## config.mk

```make
export PLATFORM = sky130hd
export DESIGN_NAME = acs_ctrl
export DESIGN_NICKNAME = d
export VERILOG_FILES = /design/src/sv/acs_pkg.sv /design/src/sv/acs_ctrl.sv
export SDC_FILE = /design/constraint.sdc
export NUM_CORES = 1
export LEC_CHECK = 0
export BUFFER_PORTS_ARGS = -buffer_cell sky130_fd_sc_hd__buf_2
export CAP_MARGIN = 15
export CORE_UTILIZATION = 41
export DETAILED_ROUTE_END_ITERATION = 6
export PLACE_DENSITY_LB_ADDON = 0.15
export SKIP_CTS_REPAIR_TIMING = 1
export SYNTH_ARGS = -nofsm -noshare
export SYNTH_HDL_FRONTEND = slang
export SYNTH_SLANG_ARGS = --single-unit
export TNS_END_PERCENT = 1
```

## constraint.sdc

```tcl
create_clock -name clk -period 1.95 [get_ports clk]
set_input_delay 0.39 -clock clk [delete_from_list [all_inputs] [get_ports clk]]
set_output_delay 0.39 -clock clk [all_outputs]
set_load 0.02 [all_outputs]
```

## src/sv/acs_pkg.sv

```systemverilog
// ----------------------------------------------------------------------------
// acs_pkg
// Shared types, opcodes and control encodings of the accumulator CPU step.
// ----------------------------------------------------------------------------
package acs_pkg;

  localparam int ADDR_BITS_DEF = 16;

  // host command codes
  localparam logic [2:0] CMD_WRITE      = 3'd0;
  localparam logic [2:0] CMD_READ       = 3'd1;
  localparam logic [2:0] CMD_SET_PC     = 3'd2;
  localparam logic [2:0] CMD_RESET_REGS = 3'd3;
  localparam logic [2:0] CMD_EXEC       = 3'd4;

  // opcodes
  localparam logic [7:0] OP_NOP      = 8'h01;
  localparam logic [7:0] OP_LDAA_IMM = 8'h86;
  localparam logic [7:0] OP_LDAA_EXT = 8'hB6;
  localparam logic [7:0] OP_STAA_DIR = 8'h97;
  localparam logic [7:0] OP_STAA_EXT = 8'hB7;
  localparam logic [7:0] OP_JMP_EXT  = 8'h7E;
  localparam logic [7:0] OP_INCA     = 8'h4C;
  localparam logic [7:0] OP_SWI      = 8'h3F;

  // result status codes
  localparam logic [1:0] ST_OK      = 2'd0;
  localparam logic [1:0] ST_UNKNOWN = 2'd1;
  localparam logic [1:0] ST_SWI     = 2'd2;

  // condition code bits
  localparam logic [7:0] CC_FIXED = 8'hC0;
  localparam logic [7:0] CC_I     = 8'h10;
  localparam logic [7:0] CC_N     = 8'h08;
  localparam logic [7:0] CC_Z     = 8'h04;
  localparam logic [7:0] CC_V     = 8'h02;
  localparam logic [7:0] CCR_RESET = CC_FIXED | CC_I | CC_Z;

  localparam logic [7:0] ACC_OVF_FROM = 8'h7F;

  typedef struct packed {
    logic [2:0]  command;
    logic [15:0] address;
    logic [7:0]  write_data;
  } in_item_t;

  typedef struct packed {
    logic [15:0] program_counter;
    logic [7:0]  accumulator;
    logic [7:0]  condition_codes;
    logic [7:0]  opcode_seen;
    logic [7:0]  read_data;
    logic [1:0]  status;
  } out_item_t;

  // memory address source
  typedef enum logic [2:0] {
    ASEL_PC,
    ASEL_ITEM,
    ASEL_DIR,
    ASEL_EXT,
    ASEL_CLR
  } asel_t;

  // memory write data source
  typedef enum logic [1:0] {
    WSEL_ZERO,
    WSEL_ITEM,
    WSEL_ACC
  } wsel_t;

  // controller to datapath
  typedef struct packed {
    logic       load_item;
    logic       mem_we;
    asel_t      asel;
    wsel_t      wsel;
    logic       pc_inc;
    logic       pc_load_item;
    logic       pc_load_ext;
    logic       regs_reset;
    logic       op_load;
    logic       hi_load;
    logic       acc_load_mem;
    logic       acc_inc;
    logic       flag_upd;
    logic       rd_load;
    logic       st_load;
    logic [1:0] st_code;
    logic       clr_step;
    logic       out_load;
  } ctrl_t;

  // datapath to controller
  typedef struct packed {
    logic [2:0] command;
    logic [7:0] mem_byte;
    logic [7:0] opcode;
    logic       clr_last;
    logic       out_free;
  } dp_stat_t;

endpackage

```

## src/sv/acs_ctrl.sv

```systemverilog
// ----------------------------------------------------------------------------
// acs_ctrl
// Controller: sequences memory clear, host commands and instruction fetch.
// ----------------------------------------------------------------------------
module acs_ctrl (
  input  logic              clk,
  input  logic              rst_n,
  input  logic              in_valid,
  output logic              in_ready,
  input  acs_pkg::dp_stat_t stat,
  output acs_pkg::ctrl_t    ctrl
);
  import acs_pkg::*;

  typedef enum logic [3:0] {
    S_CLEAR,
    S_IDLE,
    S_CMD,
    S_READ,
    S_OP,
    S_IMM,
    S_DIR,
    S_HI,
    S_LO,
    S_LDX,
    S_DONE
  } state_t;

  state_t state_r, state_nxt;

  always_ff @(posedge clk) begin
    if (!rst_n) begin
      state_r <= S_CLEAR;
    end else begin
      state_r <= state_nxt;
    end
  end

  assign in_ready = (state_r == S_IDLE);

  always_comb begin
    ctrl      = '0;
    ctrl.asel = ASEL_PC;
    ctrl.wsel = WSEL_ZERO;
    state_nxt = state_r;
    unique case (state_r)
      S_CLEAR: begin
        ctrl.mem_we   = 1'b1;
        ctrl.asel     = ASEL_CLR;
        ctrl.clr_step = 1'b1;
        if (stat.clr_last) state_nxt = S_IDLE;
      end
      S_IDLE: begin
        if (in_valid) begin
          ctrl.load_item = 1'b1;
          state_nxt      = S_CMD;
        end
      end
      S_CMD: begin
        state_nxt = S_DONE;
        unique case (stat.command)
          CMD_WRITE: begin
            ctrl.mem_we = 1'b1;
            ctrl.asel   = ASEL_ITEM;
            ctrl.wsel   = WSEL_ITEM;
          end
          CMD_READ: begin
            ctrl.asel = ASEL_ITEM;
            state_nxt = S_READ;
          end
          CMD_SET_PC:     ctrl.pc_load_item = 1'b1;
          CMD_RESET_REGS: ctrl.regs_reset = 1'b1;
          CMD_EXEC: begin
            ctrl.pc_inc = 1'b1;
            state_nxt   = S_OP;
          end
          default: ;
        endcase
      end
      S_READ: begin
        ctrl.rd_load = 1'b1;
        state_nxt    = S_DONE;
      end
      S_OP: begin
        ctrl.op_load = 1'b1;
        state_nxt    = S_DONE;
        unique case (stat.mem_byte)
          OP_NOP: ;
          OP_INCA: begin
            ctrl.acc_inc  = 1'b1;
            ctrl.flag_upd = 1'b1;
          end
          OP_SWI: begin
            ctrl.st_load = 1'b1;
            ctrl.st_code = ST_SWI;
          end
          OP_LDAA_IMM: begin
            ctrl.pc_inc = 1'b1;
            state_nxt   = S_IMM;
          end
          OP_STAA_DIR: begin
            ctrl.pc_inc = 1'b1;
            state_nxt   = S_DIR;
          end
          OP_LDAA_EXT, OP_STAA_EXT, OP_JMP_EXT: begin
            ctrl.pc_inc = 1'b1;
            state_nxt   = S_HI;
          end
          default: begin
            ctrl.st_load = 1'b1;
            ctrl.st_code = ST_UNKNOWN;
          end
        endcase
      end
      S_IMM: begin
        ctrl.acc_load_mem = 1'b1;
        ctrl.flag_upd     = 1'b1;
        state_nxt         = S_DONE;
      end
      S_DIR: begin
        ctrl.mem_we   = 1'b1;
        ctrl.asel     = ASEL_DIR;
        ctrl.wsel     = WSEL_ACC;
        ctrl.flag_upd = 1'b1;
        state_nxt     = S_DONE;
      end
      S_HI: begin
        ctrl.hi_load = 1'b1;
        ctrl.pc_inc  = 1'b1;
        state_nxt    = S_LO;
      end
      S_LO: begin
        state_nxt = S_DONE;
        priority if (stat.opcode == OP_LDAA_EXT) begin
          ctrl.asel = ASEL_EXT;
          state_nxt = S_LDX;
        end else if (stat.opcode == OP_STAA_EXT) begin
          ctrl.mem_we   = 1'b1;
          ctrl.asel     = ASEL_EXT;
          ctrl.wsel     = WSEL_ACC;
          ctrl.flag_upd = 1'b1;
        end else begin
          ctrl.pc_load_ext = 1'b1;
        end
      end
      S_LDX: begin
        ctrl.acc_load_mem = 1'b1;
        ctrl.flag_upd     = 1'b1;
        state_nxt         = S_DONE;
      end
      S_DONE: begin
        // hold until the result register is free
        if (stat.out_free) begin
          ctrl.out_load = 1'b1;
          state_nxt     = S_IDLE;
        end
      end
      default: state_nxt = S_IDLE;
    endcase
  end

endmodule

```

==> impl_metrics.yaml, run 1 <==
status:
  status: "finished, violations left"
  violations: "DRC, setup timing"
detailed_routing:
  vias: 1124
  ant_nets: 0
  drtIter0Drc: 63
  drc_errors: 1
  met1Wirelength_microns: 1170
  drt-wirelength-per-cell_microns: 15.5
  wl_met3_microns: 162
  drt_first_pass_iters: 6
  wl_met2_microns: 1490
  top_layer: "met4"
  wl_microns: 2850
  vias_per_cell: 6.11
placed_design:
  placed_area_sq_um: 1060
  dp_hpwl_microns: 1960
  pre_cts_slack_ps: -14.5
  place_inst: 174
  io_buffer_count: 46
  place_congestion: 0.883
pwr:
  power_mw: 0.423
  p_per_area_nw_per_um2: 342
  p_leak_nw: 0.604
  vdd_drop_max_v: 0.000243
sta:
  tightest_slew_ps: 444
  skew_ps: 5.93
  fin_hold_ws_ps: 431
  finalSetupViolCount: 3
  fmax_mhz: 497
  hold_violations: 0
  fin_tns_setup_ps: -98.0
  final.min_clock_period_ps: 2010
  period_share: 1.03
  drv_slew: 0
  relSlewSlack: 0.701
  rsz0062_at_grt: "yes"
  finalWorstSetupSlack_ps: -61.4
layout:
  finalNonFillerCells: 184
  reg_top3: "state_r x4"
  antenna_cells: 0
  area_growth_pct: 73.9
  fillCellCount: 107
  fin_util: 0.793
  top_register: "state_r"
  fin_area_sq_um: 1240
  largest_register_ffs: 4
  layout-drive-gt1-share: 0.536
  nNetsFinal: 194
grt:
  antenna_found_initial: 0
  gr-total-overflow: 0
  grt_max_degree: 12
  grt_pass1_vias: 1002
  grt.total_usage: 0.264
  grt_pass1_wl_microns: 3940
clock_network:
  numCtsBuffers: 3
  cts_buffer_depth: 2
  path_clk_slew_ps: 40
  cts_root_buf: "clkbuf_4"
  clk_latency_ps: 240
  cts-htree-levels: 1
  tritoncts: "built"
  cts_sinks: 4
worst_setup_path:
  path_class: "reg -> out"
  startpoint_type: "register"
  worst_setup_path_end_kind: "output pin"
  cp.arrival_ps: 1620
  path_max_fanout: 5
  required_ps: 1560
logic_synthesis:
  synth_top_cell_area_share: 0.113
  synth_flop_cell: "dfxtp_1"
  netlist_area_sq_um: 711
  synthArstFlopShare: 0
  yosysSeqAreaShare: 0.113
  yosysTopAreaCell: "dfxtp_1"
  synth-seq-cells: 4
  synth_common_cells: "9 x a21oi_1, 7 x inv_1, 7 x nand2_1, 7 x nor2_1, 5 x nor3_1"
  post-synth-top-count-cell: "a21oi_1"
  syn_area_per_cell_sq_um: 7.04
  syn_nets: 125
  synthCells: 101
  yosysWarnings: 0
  synth.distinct_cells: 42
  yosys-top-cells-area: "dfxtp_1 11%, a21oi_1 6.3%, nor4b_2 6.3%"
  synth_edf_count: 0
hold_path:
  hp-class: "in -> reg"
run:
  cap_violations: 0
die:
  num_io_pins: 47
  die_h_microns: 43.6
  rows: 14
  start_util: 0.456
  core-area_sq_um: 1560
  fp.dieW_microns: 43.6
  die_area_sq_um: 1900
==> per-layer routing <==
metal	vias to the layer above	track usage
met5	-	0
met4	0	0.0688
met3	4	0.0542
met2	53	0.493
met1	539	0.300
li1	528	-
==> report_power, final <==
| part | leakage [nW] | total, mW | internal (mW) | switching, mW |
|---|---|---|---|---|
| Combinational | 0.555 | 0.218 | 0.0980 | 0.120 |
| Clock | 0.0138 | 0.105 | 0.0690 | 0.0362 |
| Sequential | 0.0349 | 0.0994 | 0.0861 | 0.0133 |
| Total | 0.604 | 0.423 | 0.253 | 0.170 |
==> final timing paths <==
check	end	slack, ps	startpoint	cells past startpoint
setup / recovery	ctrl[20]	-60	state_r[2]	5
setup reg to reg	state_r[0]	370	state_r[1]	6
hold reg to reg	state_r[1]	730	state_r[2]	3
hold / removal	state_r[0]	430	rst_n	2
==> final cells by class <==
class,count,area [sq um],share of cell area
multi-input cells,84,632,0.511
repair buffers,69,442,0.357
flip-flops and latches,4,90.1,0.0729
inverters,8,30.0,0.0243
clock buffers,3,22.5,0.0182
well taps,16,20.0,0.0162
==> worst max-delay path: stages, from the launching register on <==
cell	delay [ps]
dfxtp_4	380
inv_1	70
or3_4	400
o22a_1	240
or3b_1	180
buf_6	110
==> placed cells by master, fill, tap and decap left out, drive strengths merged, types with 2 or more instances in the layout <==
master  instances
buf            69
a21oi           9
inv             8
nand2           7
nor2            7
nor3            5
and4b           4
a31oi           4
nor4b           4
nor4            4
o21ai           4
dfxtp           4
o211ai          3
nand3           3
clkbuf          3
and3            3
and2            3
nand2b          2
a211oi          2
or3             2
or3b            2
==> cell families (layout without fill, tap and decap cells) <==
family / after synthesis / after routing / share of synthesized area
AO/OA/AOI/OAI: 29 / 29 / 0.278
XOR/XNOR: 2 / 2 / 0.0247
buffers and inverters: 13 / 80 / 0.0898
flip-flops: 4 / 4 / 0.113
multiplexers: 1 / 1 / 0.0141
AND/OR/NAND/NOR: 52 / 52 / 0.481
Power figures use the tool's default switching activity.
==> run 2, diff against run 1 <==
--- a/config.mk
+++ b/config.mk
@@ -10,6 +10,7 @@
 export CORE_UTILIZATION = 41
 export DETAILED_ROUTE_END_ITERATION = 6
 export PLACE_DENSITY_LB_ADDON = 0.15
+export RECOVER_POWER = 50
 export SKIP_CTS_REPAIR_TIMING = 1
 export SYNTH_ARGS = -nofsm -noshare
 export SYNTH_HDL_FRONTEND = slang
==> run 2 against run 1 <==
The run still ends with DRC, setup timing left. Cell count stayed put. Via count hardly changed. Combinational power hardly changed. Largest cell class unchanged. Total power is 0.18% lower. Maximum frequency hardly changed. Utilization is 0.16 points lower. Largest power group unchanged.
==> impl_metrics.yaml, run 2 (synthesis gave the netlist of run 1 again) <==
die:
  start_util: 0.456
  rows: 14
  die_h_microns: 43.6
  core-area_sq_um: 1560
  fp.dieW_microns: 43.6
  num_io_pins: 47
  die_area_sq_um: 1900
clock_network:
  clk_latency_ps: 240
  cts_sinks: 4
  cts-htree-levels: 1
  tritoncts: "built"
  path_clk_slew_ps: 40
  numCtsBuffers: 3
  cts_buffer_depth: 2
  cts_root_buf: "clkbuf_4"
worst_setup_path:
  timing.rr.end: "state_r[0]"
  path_max_fanout: 5
  startpoint_type: "register"
  required_ps: 1560
  path_class: "reg -> out"
  r2r_start: "state_r[1]"
  rrSetupSlack_ps: 350
  cp.arrival_ps: 1620
  r2r_cells: 6
  worst_setup_path_end_kind: "output pin"
sta:
  hold_violations: 0
  period_share: 1.03
  fmax_mhz: 497
  rsz0062_at_grt: "yes"
  fin_tns_setup_ps: -126
  skew_ps: 5.79
  tightest_slew_ps: 454
  fin_hold_ws_ps: 431
  finalWorstSetupSlack_ps: -63.3
  finalSetupViolCount: 5
  relSlewSlack: 0.694
  final.min_clock_period_ps: 2010
  drv_slew: 0
layout:
  final_common_cell: "buf_2"
  antenna_cells: 0
  area_growth_pct: 73.6
  top_register: "state_r"
  largest_register_ffs: 4
  nNetsFinal: 194
  final_cell_mix: "41 x buf_2, 21 x buf_4, 8 x a21oi_1"
  layout-drive-gt1-share: 0.530
  fin_util: 0.791
  finalNonFillerCells: 184
  reg_top3: "state_r x4"
status:
  status: "finished, violations left"
  violations: "DRC, setup timing"
detailed_routing:
  drtIter0Drc: 62
  ant_nets: 0
  drt-wirelength-per-cell_microns: 15.5
  drc_errors: 1
  drt_first_pass_iters: 6
  vias_per_cell: 6.11
  wl_microns: 2860
  vias: 1125
hold_path:
  min_to: "state_r[0]"
  hp-class: "in -> reg"
  min-delay-start: "rst_n"
  whs_path_depth: 2
placed_design:
  io_buffer_count: 46
  dp_hpwl_microns: 1960
  place_inst: 174
  place_congestion: 0.883
grt:
  antenna_found_initial: 0
  busiest_layer: "met2"
  gr-total-overflow: 0
  grt_max_degree: 12
  met1_usage: 0.300
  gr-usage-met3: 0.0542
  grt_pass1_vias: 1002
  met2_usage: 0.493
  grt.total_usage: 0.264
  grt_pass1_wl_microns: 3940
pwr:
  p_leak_nw: 0.603
  vdd_drop_max_v: 0.000244
  p_per_area_nw_per_um2: 342
run:
  cap_violations: 0
==> run 2: final cells by class <==
class                      instances  area (sq um)
tap                               16          20.0
fill                             108           325
timing repair buffer              69           442
inverter                           8          30.0
sequential                         4          90.1
clock buffer                       3          22.5
multi-input combinational         84           629
==> run 2: per-stage QoR <==
step | total power [mW] | area (sq um) | setup WS [ps]
floorplan | 0.209 | 719 | -24.5
global placement | 0.284 | 1060 | -1.46
detailed placement | 0.289 | 1060 | -14.5
CTS | 0.391 | 1080 | -267
global route | 0.447 | 1230 | -115
finish | 0.422 | 1230 | -63.3
==> run 2: layer usage <==
| layer | wire [microns] | part of all wire |
|---|---|---|
| met2 | 1520 | 0.53 |
| met1 | 1150 | 0.40 |
| met5 | 0 | 0 |
| met4 | 13 | 0.0046 |
| met3 | 175 | 0.061 |
==> run 2: worst max-delay path: stages (launching register included) <==
cell     delay, ps
dfxtp_4        380
inv_1           70
or3_4          410
o22a_1         240
or3b_1         180
buf_6          110
==> run 2: how the worst max path moves through the flow <==
| stage | from | to | slack, ps |
|---|---|---|---|
| after floorplan | state_r[2] | ctrl[13] | -20 |
| after global placement | state_r[1] | ctrl[20] | -1 |
| after detailed placement | state_r[1] | ctrl[14] | -10 |
| after CTS | state_r[1] | ctrl[14] | -270 |
| after global routing | state_r[2] | ctrl[20] | -120 |
| final | state_r[2] | ctrl[20] | -60 |
==> run 2: where the power goes <==
group	switching, mW	leakage (nW)	total (mW)	internal [mW]
clock	0.0362	0.0138	0.105	0.0690
combinational	0.120	0.554	0.217	0.0972
sequential	0.0134	0.0349	0.0995	0.0861
total	0.170	0.603	0.422	0.252
==> run 3, diff against run 2 <==
--- a/config.mk
+++ b/config.mk
@@ -6,10 +6,10 @@
 export NUM_CORES = 1
 export LEC_CHECK = 0
 export BUFFER_PORTS_ARGS = -buffer_cell sky130_fd_sc_hd__buf_2
-export CAP_MARGIN = 15
+export CAP_MARGIN = 10
 export CORE_UTILIZATION = 41
 export DETAILED_ROUTE_END_ITERATION = 6
-export PLACE_DENSITY_LB_ADDON = 0.15
+export PLACE_DENSITY = 0.85
 export RECOVER_POWER = 50
 export SKIP_CTS_REPAIR_TIMING = 1
 export SYNTH_ARGS = -nofsm -noshare
==> run 3 against run 2 <==
The flow still finishes with violations (DRC, setup timing). Largest cell class unchanged. Largest power group unchanged. Die area unchanged. Global-route usage increased by 0.54 points. Final area decreased by 1.0%. Via count decreased by 3.6%. Combinational power increased by 5%. Clock power about the same. Critical endpoint is now ctrl[3]. Clock-buffer cell count unchanged.
==> impl_metrics.yaml, run 3 (synthesis gave the netlist of run 1 again) <==
status:
  status: "finished, violations left"
  violations: "DRC, setup timing"
detailed_routing:
  drt_first_pass_iters: 7
  drc_errors: 3
  ant_nets: 0
  vias_per_cell: 6.03
  drt-wirelength-per-cell_microns: 14.8
  drtIter0Drc: 63
  vias: 1085
  wl_microns: 2660
worst_setup_path:
  crit_slowest_cell: "dfxtp_2"
  rrSetupSlack_ps: 290
  startpoint_type: "register"
  path_class: "reg -> out"
  worst_setup_path_end_kind: "output pin"
  cp.arrival_ps: 1660
  required_ps: 1560
  path_max_fanout: 6
  r2r_cells: 6
  worst-path-buf-inv: 5
  crit_chain: "buf_4 -> nor4b_4 -> buf_4 -> buf_4 -> buf_4 -> and3_1 -> buf_4"
  cp_common_cell: "buf_4"
  slowest_delay_ps: 360
  timing.rr.end: "state_r[1]"
  r2r_start: "state_r[2]"
  cp_top_family: "buffers and inverters"
layout:
  nNetsFinal: 190
  top_register: "state_r"
  area_growth_pct: 71.8
  layout-drive-gt1-share: 0.518
  final_common_cell: "buf_2"
  multi_input_area_sq_um: 639
  fin_area_sq_um: 1220
  reg_top3: "state_r x4"
  final_cell_mix: "39 x buf_2, 19 x buf_4, 9 x a21oi_1"
  largest_register_ffs: 4
  fin_util: 0.783
  finalNonFillerCells: 180
  antenna_cells: 0
  seq_area_sq_um: 92.6
  fillCellCount: 114
grt:
  gr-usage-met3: 0.0167
  grt_max_degree: 11
  met1_usage: 0.298
  gr-total-overflow: 0
  grt_pass1_vias: 1006
  grt_pass1_wl_microns: 4020
  busiest_layer: "met2"
  antenna_found_initial: 0
  grt.total_usage: 0.269
  met2_usage: 0.543
die:
  fp.dieW_microns: 43.6
  start_util: 0.456
  rows: 14
  die_h_microns: 43.6
  num_io_pins: 47
  die_area_sq_um: 1900
  core-area_sq_um: 1560
clock_network:
  path_clk_slew_ps: 40
  clk_latency_ps: 240
  numCtsBuffers: 3
  cts_buffer_depth: 2
  tritoncts: "built"
  cts_sinks: 4
  cts_root_buf: "clkbuf_4"
  cts-htree-levels: 1
placed_design:
  place_inst: 175
  placed_area_sq_um: 1060
  place_congestion: 0.948
  pre_cts_slack_ps: -34.9
  dp_hpwl_microns: 1980
  io_buffer_count: 46
pwr:
  vdd_drop_max_v: 0.000193
  power_mw: 0.433
  p_leak_nw: 0.584
  p_per_area_nw_per_um2: 354
sta:
  relSlewSlack: 0.680
  finalWorstSetupSlack_ps: -96.3
  skew_ps: 4.64
  hold_violations: 0
  tightest_slew_ps: 476
  rsz0062_at_grt: "yes"
  fin_tns_setup_ps: -284
  period_share: 1.05
  drv_slew: 0
  fin_hold_ws_ps: 427
  finalSetupViolCount: 6
  fmax_mhz: 489
  final.min_clock_period_ps: 2050
hold_path:
  min-delay-start: "rst_n"
  hp-class: "in -> reg"
  whs_path_depth: 2
  min_to: "state_r[0]"
run:
  cap_violations: 0
[run 3: layout make-up]
class	count	area share
clock buffers	3	0.0184
multi-input cells	84	0.524
repair buffers	65	0.341
flip-flops and latches	4	0.0758
well taps	16	0.0164
inverters	8	0.0246
[run 3: routing by layer]
layer | vias up | share of wire
li1 | 517 | -
met1 | 491 | 0.38
met2 | 70 | 0.52
met3 | 7 | 0.081
met4 | 0 | 0.012
met5 | - | 0
[run 3: how the worst max path moves through the flow]
stage | to | depth (start not counted) | startpoint | slack (ps)
after floorplan | ctrl[13] | 3 | state_r[2] | -20
after global placement | ctrl[2] | 6 | stat[14] | 30
after detailed placement | ctrl[2] | 6 | stat[13] | -30
after CTS | ctrl[2] | 5 | state_r[1] | -250
after global routing | ctrl[3] | 7 | state_r[3] | -170
final | ctrl[3] | 7 | state_r[3] | -100
[run 3: power by group]
part,switching (mW),internal [mW]
Clock,0.0389,0.0692
Combinational,0.124,0.103
Sequential,0.0113,0.0863
